## src/fmfax_pkg.sv

```systemverilog
`default_nettype none

package fmfax_pkg;

	// Field and register widths
	localparam int SAMPLE_W  = 16;
	localparam int DEV_W     = 12;
	localparam int LEVEL_W   = 10;
	localparam int CFG_IDX_W = 2;

	// Register indexes
	localparam logic [CFG_IDX_W-1:0] REG_MAX_DEV = 2'd0;
	localparam logic [CFG_IDX_W-1:0] REG_INVERT  = 2'd1;
	localparam logic [CFG_IDX_W-1:0] REG_BW      = 2'd2;

	localparam logic [DEV_W-1:0] DEV_RESET = 12'd400;

	// Phase and scaling
	localparam int SAMPLE_RATE  = 12000;
	localparam int SR_W         = $clog2(SAMPLE_RATE) + 1;
	localparam int PHASE_BITS   = 16;
	localparam int ANG_W        = 32;
	localparam int XY_W         = 36;
	localparam int CORDIC_STEPS = 30;
	localparam int STEP_W       = $clog2(CORDIC_STEPS);
	localparam int MUL_STEPS    = 5;

	// Shared multiplier operand widths
	localparam int MA_W   = (PHASE_BITS > SAMPLE_W) ? PHASE_BITS : SAMPLE_W;
	localparam int MB_W   = (SR_W > SAMPLE_W) ? SR_W : SAMPLE_W;
	localparam int PROD_W = MA_W + MB_W;

	// Level division
	localparam int F_W   = PHASE_BITS + SR_W;
	localparam int D_W   = DEV_W + PHASE_BITS;
	localparam int N_W   = ((F_W > D_W) ? F_W : D_W) + 9;
	localparam int QUO_W = 8;
	localparam int QIX_W = $clog2(QUO_W);

	localparam logic [QUO_W-1:0]          LEVEL_MID   = 8'd127;
	localparam logic signed [LEVEL_W-1:0] LEVEL_FLIP  = 10'sd256;
	localparam logic signed [LEVEL_W-1:0] LEVEL_THR   = 10'sd128;
	localparam logic signed [LEVEL_W-1:0] LEVEL_WHITE = 10'sd255;
	localparam logic signed [LEVEL_W-1:0] LEVEL_BLACK = 10'sd0;
	localparam logic signed [LEVEL_W-1:0] LEVEL_MIN   = -10'sd1;
	localparam logic signed [LEVEL_W-1:0] LEVEL_MAX   = 10'sd257;

	// atan(2^-i) in units of 2^-32 turn
	localparam logic [ANG_W-1:0] ATAN_TURN [CORDIC_STEPS] = '{
		32'h20000000, 32'h12E4051E, 32'h09FB385B, 32'h051111D4, 32'h028B0D43,
		32'h0145D7E1, 32'h00A2F61E, 32'h00517C55, 32'h0028BE53, 32'h00145F2F,
		32'h000A2F98, 32'h000517CC, 32'h00028BE6, 32'h000145F3, 32'h0000A2FA,
		32'h0000517D, 32'h000028BE, 32'h0000145F, 32'h00000A30, 32'h00000518,
		32'h0000028C, 32'h00000146, 32'h000000A3, 32'h00000051, 32'h00000029,
		32'h00000014, 32'h0000000A, 32'h00000005, 32'h00000003, 32'h00000001
	};

endpackage

`default_nettype wire

```

## src/fm_fax_pixel_demodulator.sv

```systemverilog
`default_nettype none

// FM fax pixel demodulator. Each input beat is one complex baseband sample
// (sample_i, sample_q); each output beat is one pixel_level, derived from the
// phase step between this sample and the previous one: conj(prev) * cur is
// formed, its angle found by a vectoring CORDIC as a fraction of a turn,
// scaled by the sample rate to Hz, clamped to +-max_deviation_hz and mapped to
// f/dev*128+127 (truncated toward zero), then optionally inverted (256 - level)
// and thresholded at 128 to 255/0 in black-white mode. The previous sample
// resets to zero, so the first level is 127. One item is in flight at a time:
// in_stall is high from acceptance until the result is loaded into the output
// register. A zero product skips the normalize loop and the CORDIC, and a zero
// deviation skips the divider. The normalize loop doubles the product one bit
// per cycle until it reaches 2^29; the angle then takes 30 CORDIC iterations
// through one shared add/shift unit and the level an 8-step restoring divider.
// A finished level waits in the output register while the next sample is
// accepted. Registers: 0 max_deviation_hz (reset 400), 1 invert_level,
// 2 black_white; write them only while the block is idle.
module fm_fax_pixel_demodulator (
	input  wire  logic                                  clk,
	input  wire  logic                                  arst_n,
	// sample channel
	input  wire  logic                                  in_valid,
	output       logic                                  in_stall,
	input  wire  logic signed [fmfax_pkg::SAMPLE_W-1:0] sample_i,
	input  wire  logic signed [fmfax_pkg::SAMPLE_W-1:0] sample_q,
	// level channel
	output       logic                                  out_valid,
	input  wire  logic                                  out_stall,
	output       logic signed [fmfax_pkg::LEVEL_W-1:0]  pixel_level,
	// register writes
	input  wire  logic                                  cfg_we,
	input  wire  logic [fmfax_pkg::CFG_IDX_W-1:0]       cfg_index,
	input  wire  logic [fmfax_pkg::DEV_W-1:0]           cfg_data
);
	import fmfax_pkg::*;

	typedef enum logic [8:0] {
		ST_IDLE  = 9'b000000001,
		ST_MUL   = 9'b000000010,
		ST_NORM  = 9'b000000100,
		ST_ROT   = 9'b000001000,
		ST_RND   = 9'b000010000,
		ST_SCALE = 9'b000100000,
		ST_NUMER = 9'b001000000,
		ST_DIV   = 9'b010000000,
		ST_FIN   = 9'b100000000
	} state_t;

	localparam logic signed [MB_W-1:0] SR_OP   = MB_W'(SAMPLE_RATE);
	localparam logic [XY_W-1:0]        NORM_LIM = XY_W'(64'd1 << 29);
	localparam logic [ANG_W-1:0]       ANG_HALF = 32'h8000_0000;
	localparam logic [ANG_W-1:0]       ANG_RND  = ANG_W'(64'd1 << (ANG_W - 1 - PHASE_BITS));

	state_t                    state_q;
	logic [STEP_W-1:0]         cnt_q;

	logic [DEV_W-1:0]          dev_q;
	logic                      invert_q;
	logic                      bw_q;

	logic signed [SAMPLE_W-1:0] cur_i_q, cur_q_q;
	logic signed [SAMPLE_W-1:0] prev_i_q, prev_q_q;

	logic signed [PROD_W-1:0]  prod_q;
	logic signed [XY_W-1:0]    x_q, y_q;
	logic [ANG_W-1:0]          ang_q;
	logic signed [PHASE_BITS-1:0] phase_q;
	logic [N_W-1:0]            rem_q;
	logic [QUO_W-1:0]          quo_q;
	logic                      neg_q;

	logic                      out_valid_q;
	logic signed [LEVEL_W-1:0] pixel_q;

	// shared multiplier operands
	logic signed [MA_W-1:0]    mul_a;
	logic signed [MB_W-1:0]    mul_b;

	// datapath helpers
	logic signed [XY_W-1:0]    prod_xy;
	logic [XY_W-1:0]           ax, ay;
	logic                      xy_zero, xy_small;
	logic signed [XY_W-1:0]    dx, dy;
	logic [ANG_W-1:0]          ang_r;
	logic signed [N_W-1:0]     f_raw, d_s, f_cl, n_val;
	logic [N_W-1:0]            d_u, d_sh;
	logic signed [LEVEL_W-1:0] lvl_div, lvl_inv, lvl_fin;
	logic                      out_free;

	assign in_stall    = (state_q != ST_IDLE);
	assign out_valid   = out_valid_q;
	assign pixel_level = pixel_q;
	assign out_free    = !out_valid_q || !out_stall;

	// operand select: four cross products, then phase * sample rate
	always_comb begin
		if (state_q == ST_SCALE) begin
			mul_a = MA_W'(phase_q);
			mul_b = SR_OP;
		end else begin
			mul_a = cnt_q[0] ? MA_W'(prev_q_q) : MA_W'(prev_i_q);
			mul_b = (cnt_q[1] ^ cnt_q[0]) ? MB_W'(cur_q_q) : MB_W'(cur_i_q);
		end
	end

	assign prod_xy  = XY_W'(prod_q);
	assign ax       = x_q[XY_W-1] ? XY_W'(-x_q) : XY_W'(x_q);
	assign ay       = y_q[XY_W-1] ? XY_W'(-y_q) : XY_W'(y_q);
	assign xy_zero  = (x_q == '0) && (y_q == '0);
	assign xy_small = (ax < NORM_LIM) && (ay < NORM_LIM);
	assign dx       = x_q >>> cnt_q;
	assign dy       = y_q >>> cnt_q;
	assign ang_r    = ang_q + ANG_RND;

	// frequency clamp and numerator 128*F + 127*D
	assign d_u   = N_W'({dev_q, {PHASE_BITS{1'b0}}});
	assign d_s   = $signed(d_u);
	assign f_raw = N_W'(prod_q);
	always_comb begin
		priority if (f_raw > d_s)
			f_cl = d_s;
		else if (f_raw < -d_s)
			f_cl = -d_s;
		else
			f_cl = f_raw;
	end
	assign n_val = (f_cl <<< 7) + (d_s <<< 7) - d_s;
	assign d_sh  = d_u << cnt_q;

	// level post-processing
	assign lvl_div = neg_q ? -$signed(LEVEL_W'(quo_q)) : $signed(LEVEL_W'(quo_q));
	assign lvl_inv = invert_q ? (LEVEL_FLIP - lvl_div) : lvl_div;
	assign lvl_fin = bw_q ? ((lvl_inv >= LEVEL_THR) ? LEVEL_WHITE : LEVEL_BLACK) : lvl_inv;

	// control state, registers, previous sample
	always_ff @(posedge clk or negedge arst_n) begin
		if (!arst_n) begin
			state_q     <= ST_IDLE;
			cnt_q       <= '0;
			dev_q       <= DEV_RESET;
			invert_q    <= 1'b0;
			bw_q        <= 1'b0;
			prev_i_q    <= '0;
			prev_q_q    <= '0;
			out_valid_q <= 1'b0;
		end else begin
			if (cfg_we) begin
				unique case (cfg_index)
					REG_MAX_DEV: dev_q    <= cfg_data;
					REG_INVERT:  invert_q <= cfg_data[0];
					REG_BW:      bw_q     <= cfg_data[0];
					default: ;
				endcase
			end

			if (state_q == ST_FIN && out_free)
				out_valid_q <= 1'b1;
			else if (!out_stall)
				out_valid_q <= 1'b0;

			unique case (state_q)
				ST_IDLE: begin
					if (in_valid) begin
						cnt_q   <= '0;
						state_q <= ST_MUL;
					end
				end
				ST_MUL: begin
					if (cnt_q == STEP_W'(MUL_STEPS - 1)) begin
						prev_i_q <= cur_i_q;
						prev_q_q <= cur_q_q;
						state_q  <= ST_NORM;
					end else begin
						cnt_q <= cnt_q + 1'b1;
					end
				end
				ST_NORM: begin
					priority if (xy_zero) begin
						state_q <= ST_SCALE;
					end else if (!xy_small) begin
						cnt_q   <= '0;
						state_q <= ST_ROT;
					end
				end
				ST_ROT: begin
					if (cnt_q == STEP_W'(CORDIC_STEPS - 1))
						state_q <= ST_RND;
					else
						cnt_q <= cnt_q + 1'b1;
				end
				ST_RND:   state_q <= ST_SCALE;
				ST_SCALE: state_q <= ST_NUMER;
				ST_NUMER: begin
					if (dev_q == '0) begin
						state_q <= ST_FIN;
					end else begin
						cnt_q   <= STEP_W'(QUO_W - 1);
						state_q <= ST_DIV;
					end
				end
				ST_DIV: begin
					if (cnt_q == '0)
						state_q <= ST_FIN;
					else
						cnt_q <= cnt_q - 1'b1;
				end
				ST_FIN: begin
					if (out_free)
						state_q <= ST_IDLE;
				end
				default: state_q <= ST_IDLE;
			endcase
		end
	end

	// datapath: shared multiplier, CORDIC add/shift unit, restoring divider
	always_ff @(posedge clk) begin
		prod_q <= mul_a * mul_b;

		unique case (state_q)
			ST_IDLE: begin
				if (in_valid) begin
					cur_i_q <= sample_i;
					cur_q_q <= sample_q;
				end
			end
			ST_MUL: begin
				// products land in the cycle after their operands are selected
				unique case (cnt_q)
					STEP_W'(0): begin
						x_q <= '0;
						y_q <= '0;
					end
					STEP_W'(1), STEP_W'(2): x_q <= x_q + prod_xy;
					STEP_W'(3):             y_q <= y_q + prod_xy;
					default:                y_q <= y_q - prod_xy;
				endcase
			end
			ST_NORM: begin
				priority if (xy_zero) begin
					phase_q <= '0;
				end else if (xy_small) begin
					x_q <= x_q <<< 1;
					y_q <= y_q <<< 1;
				end else if (x_q[XY_W-1]) begin
					// pre-rotate by a half turn into the right half plane
					x_q   <= -x_q;
					y_q   <= -y_q;
					ang_q <= ANG_HALF;
				end else begin
					ang_q <= '0;
				end
			end
			ST_ROT: begin
				if (y_q > 0) begin
					x_q   <= x_q + dy;
					y_q   <= y_q - dx;
					ang_q <= ang_q + ATAN_TURN[cnt_q];
				end else begin
					x_q   <= x_q - dy;
					y_q   <= y_q + dx;
					ang_q <= ang_q - ATAN_TURN[cnt_q];
				end
			end
			ST_RND: phase_q <= ang_r[ANG_W-1 -: PHASE_BITS];
			ST_NUMER: begin
				quo_q <= (dev_q == '0) ? LEVEL_MID : '0;
				neg_q <= (dev_q != '0) && n_val[N_W-1];
				rem_q <= n_val[N_W-1] ? N_W'(-n_val) : N_W'(n_val);
			end
			ST_DIV: begin
				if (rem_q >= d_sh) begin
					rem_q                   <= rem_q - d_sh;
					quo_q[cnt_q[QIX_W-1:0]] <= 1'b1;
				end
			end
			ST_FIN: begin
				if (out_free)
					pixel_q <= lvl_fin;
			end
			default: ;
		endcase
	end

	// the vector stays in the right half plane through the CORDIC
	a_rot_right_half: assert property (@(posedge clk) disable iff (!arst_n)
		(state_q == ST_ROT) |-> !x_q[XY_W-1])
		else $error("CORDIC x went negative");

	// restoring division remainder stays below twice the current trial divisor
	a_div_rem_bound: assert property (@(posedge clk) disable iff (!arst_n)
		(state_q == ST_DIV) |->
			({1'b0, rem_q} < ((N_W+1)'(d_u) << (cnt_q + 1'b1))))
		else $error("divider remainder out of range");

	// a negative level can only be -1
	a_neg_quotient: assert property (@(posedge clk) disable iff (!arst_n)
		(state_q == ST_FIN && neg_q) |-> (quo_q <= QUO_W'(1)))
		else $error("negative quotient larger than one");

	// a delivered level lies in the range LEVEL_MIN to LEVEL_MAX (-1 to 257)
	a_level_range: assert property (@(posedge clk) disable iff (!arst_n)
		out_valid_q |-> (pixel_q >= LEVEL_MIN && pixel_q <= LEVEL_MAX))
		else $error("pixel level out of range");

endmodule

`default_nettype wire
```

## config.mk

```make
export PLATFORM = sky130hd
export DESIGN_NAME = fm_fax_pixel_demodulator
export DESIGN_NICKNAME = d
export VERILOG_FILES = /design/src/fmfax_pkg.sv /design/src/fm_fax_pixel_demodulator.sv
export SDC_FILE = /design/constraint.sdc
export NUM_CORES = 2
export LEC_CHECK = 0
export ABC_AREA = 1
export ABC_CLOCK_PERIOD_IN_PS = 8700
export BUFFER_PORTS_ARGS = -buffer_cell sky130_fd_sc_hd__buf_2
export CORE_MARGIN = 2
export CORE_UTILIZATION = 38
export DETAILED_ROUTE_END_ITERATION = 10
export GPL_ROUTABILITY_DRIVEN = 0
export PLACE_DENSITY = 0.59
export SYNTH_ARGS = -nofsm -noshare
export SYNTH_HDL_FRONTEND = slang
export SYNTH_SLANG_ARGS = --single-unit
```

## constraint.sdc

```tcl
create_clock -name clk -period 8.7 [get_ports clk]
set_clock_uncertainty 0.15 [all_clocks]
set_input_delay 0.87 -clock clk [delete_from_list [all_inputs] [get_ports clk]]
set_output_delay 0.87 -clock clk [all_outputs]
set_load 0.02 [all_outputs]
```

== Word level (Yosys, flattened, before mapping) ==
Memory sizes are Yosys's and may differ from the RTL's.
Index checks and enable logic that the tools add are counted.

* Register bits: 304
* Memory bits (read-only): 1024
* Input bits: 51
* Output and inout bits: 12
* Logic and storage cells: 185
* Memories: 1

{| class="wikitable"
|+ Memories
! memory !! depth !! width !! rd ports !! clocked after Yosys merged registers in !! write ports !! RTL line !! RTL
|-
| (no name shown) || 32 || 32 || 1 || 0 || 0 || fm_fax_pixel_demodulator.sv:263 || <nowiki>ang_q <= ang_q - ATAN_TURN[cnt_q];</nowiki>
|}

* Add/subtract/negate cells: 21
* Multipliers: 1
* $lt $le $gt $ge: 10
* Equality and inequality tests: 35
* Shift operators: 3
* Multiplexer cells: 59
* Bitwise logic cells: 3
* Reductions and logical operators: 33

{| class="wikitable"
|+ Operators with widths
! operator !! count
|-
| 36-bit two-way mux || 9
|-
| 36-bit case mux with 3 select lines || 3
|-
| 32-bit two-way mux || 6
|-
| 9-bit case mux with 9 select lines || 1
|-
| 16-bit two-way mux || 5
|-
| 40-bit two-way mux || 2
|-
| 40-bit case mux with 2 select lines || 1
|-
| 36-bit by 32-bit adder with 36-bit output || 2
|-
| 36-bit adder || 2
|-
| 36-bit zero test || 2
|-
| 36-bit by 30-bit < comparator with 1-bit output, second input constant || 2
|-
| 9-bit two-way mux || 8
|-
| 36-bit negator || 2
|-
| 36-bit case mux with 2 select lines || 1
|-
| 36-bit by 5-bit >>> shifter with 36-bit output || 2
|-
| 36-bit subtractor || 2
|-
| 33-bit two-way mux || 2
|-
| 32-bit case mux with 2 select lines || 1
|-
| 40-bit by 36-bit adder with 40-bit output || 1
|-
| 40-bit greater-or-equal comparator || 1
|-
| 32-bit by 40-bit < comparator with 1-bit output || 1
|-
| 28-bit negator with 40-bit output || 1
|-
| 40-bit negator || 1
|-
| 28-bit by 5-bit left shift with 40-bit output || 1
|-
| 64 further kinds || 106
|}

== Depth between registers and ports, before layout ==
* Depth after elaboration: 9
* Gate-level depth with buffers: 51
* Gate-level depth less buffers: 49

== Worst setup path before layout ==
No wires, ideal clock.

* Kind: flip-flop to flip-flop
* Start point: register cnt_q[1]
* End point: register prod_q[31]
* Library setup time: 72 ps
* Arrival: 7750 ps
* Required time: 8478 ps
* Path slack: 728 ps
* Stages on the path, launching flop included: 37
* Buffers on the path: 7
* Clock period less this slack: 7972 ps
* Cell sequence: dfrtp_1 > inv_2 > buf_4 > buf_2 > buf_2 > buf_1 > ha_1 > clkbuf_1 > clkbuf_1 > o21ai_0 > nor2_1 > inv_1 > clkbuf_1 > nand2_1 > fa_1 > inv_1 > fa_1 > inv_1 > fa_1 > inv_1 > fa_1 > inv_1 > fa_1 > inv_1 > fa_1 > ha_1 > nand2_1 > o21ai_0 > a21oi_1 > o21ai_1 > a21boi_0 > o21ai_1 > nand4_1 > o21ai_1 > nand2_1 > nand2_1 > xor2_1

* Cells in the longest elaborated chain, start to end: 4

{| class="wikitable"
|+ Ends and longest elaborated chain
! element !! RTL line !! RTL
|-
| from (decl) || fm_fax_pixel_demodulator.sv:56 || <nowiki>logic [STEP_W-1:0] cnt_q;</nowiki>
|-
| from (signal assigned) || fm_fax_pixel_demodulator.sv:175 || <nowiki>cnt_q <= cnt_q + 1'b1;</nowiki>
|-
| from (signal assigned) || fm_fax_pixel_demodulator.sv:190 || <nowiki>cnt_q <= cnt_q + 1'b1;</nowiki>
|-
| from (signal assigned) || fm_fax_pixel_demodulator.sv:198 || <nowiki>cnt_q <= STEP_W'(QUO_W - 1);</nowiki>
|-
| 1-bit bitwise XOR || fm_fax_pixel_demodulator.sv:103 || <nowiki>mul_b = (cnt_q[1] ^ cnt_q[0]) ? MB_W'(cur_q_q) : MB_W'(cur_i_q);</nowiki>
|-
| 16-bit two-way mux || fm_fax_pixel_demodulator.sv:103 ||
|-
| 16-bit two-way mux || fm_fax_pixel_demodulator.sv:98 || <nowiki>if (state_q == ST_SCALE) begin</nowiki>
|-
| 16-bit by 16-bit multiplier with 32-bit output || fm_fax_pixel_demodulator.sv:219 || <nowiki>prod_q <= mul_a * mul_b;</nowiki>
|-
| to (signal assigned) || fm_fax_pixel_demodulator.sv:219 ||
|-
| to (decl) || fm_fax_pixel_demodulator.sv:65 || <nowiki>logic signed [PROD_W-1:0] prod_q;</nowiki>
|}

Every way passes these cells.
A chain may end at the register's enable or synchronous reset.

== Worst setup path in the final report ==
* Start point: register state_q[3]
* End point: register prod_q[31]

* Cells in the longest elaborated chain, start to end: 3

{| class="wikitable"
|+ Ends and longest elaborated chain
! element !! RTL line !! RTL
|-
| from (decl) || fm_fax_pixel_demodulator.sv:55 || <nowiki>state_t state_q;</nowiki>
|-
| from (signal assigned) || fm_fax_pixel_demodulator.sv:139 || <nowiki>state_q <= ST_IDLE;</nowiki>
|-
| from (signal assigned) || fm_fax_pixel_demodulator.sv:166 || <nowiki>state_q <= ST_MUL;</nowiki>
|-
| from (signal assigned) || fm_fax_pixel_demodulator.sv:173 || <nowiki>state_q <= ST_NORM;</nowiki>
|-
| 9-bit by 6-bit equality test with 1-bit output (*) || fm_fax_pixel_demodulator.sv:98 ||
|-
| 16-bit two-way mux || fm_fax_pixel_demodulator.sv:98 ||
|-
| 16-bit by 16-bit multiplier with 32-bit output (*) || fm_fax_pixel_demodulator.sv:219 ||
|}

Every way passes the cells marked *; elsewhere a longest branch is shown, timed or not.

==> metrics.txt <==
Max FO, Critical Path 25; Netlist cell types 81; Synth area leader nand2_1; final net count 7650; Achievable Freq 123 MHz; Root Driver clkbuf_16; final wirelength 180000 um; FFs w/ async S/R, synth 20.5%; Final min period 8.11 ns; Yosys top cell area share 13.2%; Post-DP Area 48900 um2; vias in the first global route 44940; final setup violation count 0; initial DRC count 5919; number of flops mapped to enable cells by yosys 205; Area contributors post-synth nand2_1 (13%), edfxtp_1 (13%), fa_1 (12%); Clock Sinks 298; first-pass GRT wire length 271000 um; Top Ports 63; CP arrival 8.51 ns; Setup crit end kind register; via/cell ratio 5.55; CTS tree yes; top post-synthesis cells by count nand2_1 (1648), inv_1 (1017), nor2_1 (715); post-synthesis sequential area ratio 17.7%; Syn Inst Count 6975; TNS Setup 0 ns; Die Area 127000 um2; critical path's slowest cell fa_1; count leader, synth nand2_1; Avg Synthesized Cell Area 6.74 um2; iteration count of the initial detailed-routing pass 8; Max-Cap Viols 0; critical path class register to register; largest net degree at the start of global routing 183; Worst path max stage delay 0.55 ns; dpl hpwl 146000 um; synthesized flop and latch total 298; max-slew violations 0; Top FF cell, synth edfxtp_1; Area growth, synth to finish 7.28%; utilization after layout 40.9%; Die X 356 um; Clk pin slew, worst setup/hold paths 0.06 ns; FF-to-FF Start state_q[3]; Fin. Hold Viols 0; synthesized cell area 47000 um2; Initial Util 38.1%; num rows 129; crit-path most repeated cell inv_1; Final ANT Viol Nets 0; vias 47870; worst hold path class input port to asynchronous set/reset pin; crit path to prod_q[31]; relative slew slack 26.6%; post-synth net total 7677; drt drc 0; Reg2Reg Depth 33; Skew-Pair Late Insertion Delay 0.64 ns; Routed WL per cell 20.9 um; Tot GR Track Use 27.7%; # port buffers 62; R2R Setup Slk 0.59 ns; Num CTS Buffers 43; Worst Max-Slew Pin Slew 1.10 ns; RSZ-0062 raised after global routing no; Die Ht 356 um; hold-fix buffers at CTS 0; crit path launch state_q[3]; status complete, no violations; htree depth 2; cell area after layout 50400 um2; Hold Slack 0.246 ns; Core Footprint 123000 um2; Clock Path Buffers 3; gr ovfl total 0; worst path required time 9.10 ns; crit path launch type register; Final period util 93.2%; warning count from the yosys run 0; r2r endpoint prod_q[31]; initial antenna violation count 2; share of layout cells above drive strength 1 5.53%
cells by family (layout without fill, tap and decap cells):
kind of cell / count (synthesis) / count (layout) / share of synthesized area [%]
compound gates: 1470 / 1470 / 17.4
xor+xnor: 242 / 242 / 4.51
fa+ha+maj: 651 / 651 / 21.7
buf+inv: 1239 / 1247 / 10.4
flops: 298 / 298 / 17.7
mux: 62 / 62 / 1.36
other cells: 0 / 1 / 0
simple gates: 3013 / 3013 / 26.9
routing by layer:
| metal | global-route usage, % | wire, um |
|---|---|---|
| met2 | 41.6 | 75700 |
| met5 | 0 | 20 |
| met4 | 16.3 | 12400 |
| met3 | 4.89 | 15900 |
| met1 | 37.3 | 75800 |
sequential cells by signal (all words and copies together) (netlist names), 5 cells and up:
| register | flops |
|---|---|
| x_q | 36 |
| cur_q_q | 16 |
| cnt_q | 5 |
| cur_i_q | 16 |
| prev_q_q | 16 |
| phase_q | 16 |
| pixel_level | 10 |
| prev_i_q | 16 |
| ang_q | 32 |
| quo_q | 8 |
| prod_q | 32 |
| state_q | 9 |
| y_q | 36 |
| rem_q | 34 |
| dev_q | 12 |
critical path, delay by kind of cell, from the launching register on:
family,cells,cell delay [ns]
adders and majority gates,7,3.48
and+or+nand+nor,10,1.45
AOI/OAI and AO/OA,6,1.24
buffers and inverters,9,1.21
DFF,1,0.39
xor gates and xnor gates,1,0.14
area by class of cell:
| class | instances | area [um2] |
|---|---|---|
| timing repair buffer | 124 | 791 |
| antenna | 1 | 2.50 |
| clock inverter | 22 | 200 |
| sequential | 298 | 8340 |
| inverter | 1043 | 3920 |
| clock buffer | 58 | 1300 |
| fill | 13066 | 72900 |
| tap | 1637 | 2050 |
| multi-input combinational | 5438 | 33800 |
metrics by stage:
stage                     instances  setup slack [ns]
final                          8621             0.593
after global routing           8620            0.0269
after CTS                      8620             0.603
after detailed placement       8540             0.639
after global placement         8540             0.612
after floorplan                6975             0.728
cells in the final DEF, fill, tap and decap left out, types with 39 or more instances in the layout:
master,netlist,routed
xor2_1,174,174
ha_1,378,378
mux2i_1,46,46
o21ai_1,94,95
inv_1,1017,1015
nor2_1,715,712
a21oi_1,523,520
clkbuf_16,0,47
buf_2,38,61
nand4_1,107,107
xnor2_1,68,68
o211ai_1,39,39
nand2_1,1648,1646
edfxtp_1,205,205
o21ai_0,544,543
or2_2,54,54
nand3_1,293,293
buf_4,6,62
dfrtp_1,57,53
fa_1,273,273
a31oi_1,48,48
nor3_1,64,63
what timing repair did:
item / CTS / global route
setup endpoints to repair: 0 / 1
setup buffers: 0 / 0
endpoints found under the hold margin: 0 / 0
gates resized for setup: 0 / 3
worst min path at each step:
stage                         to          from  cells after the start
floorplan            prev_i_q[1]   prev_i_q[1]                      2
global placement     prev_i_q[1]   prev_i_q[1]                      2
detailed placement  prev_i_q[13]  prev_i_q[13]                      2
CTS                     cnt_q[4]        arst_n                      1
global route          cur_i_q[6]   sample_i[6]                      1
finish              prev_i_q[14]        arst_n                      1
Power is left out: the tool's default activity adds up to more than one toggle a clock period on the data nets, which glitch-free logic cannot reach.
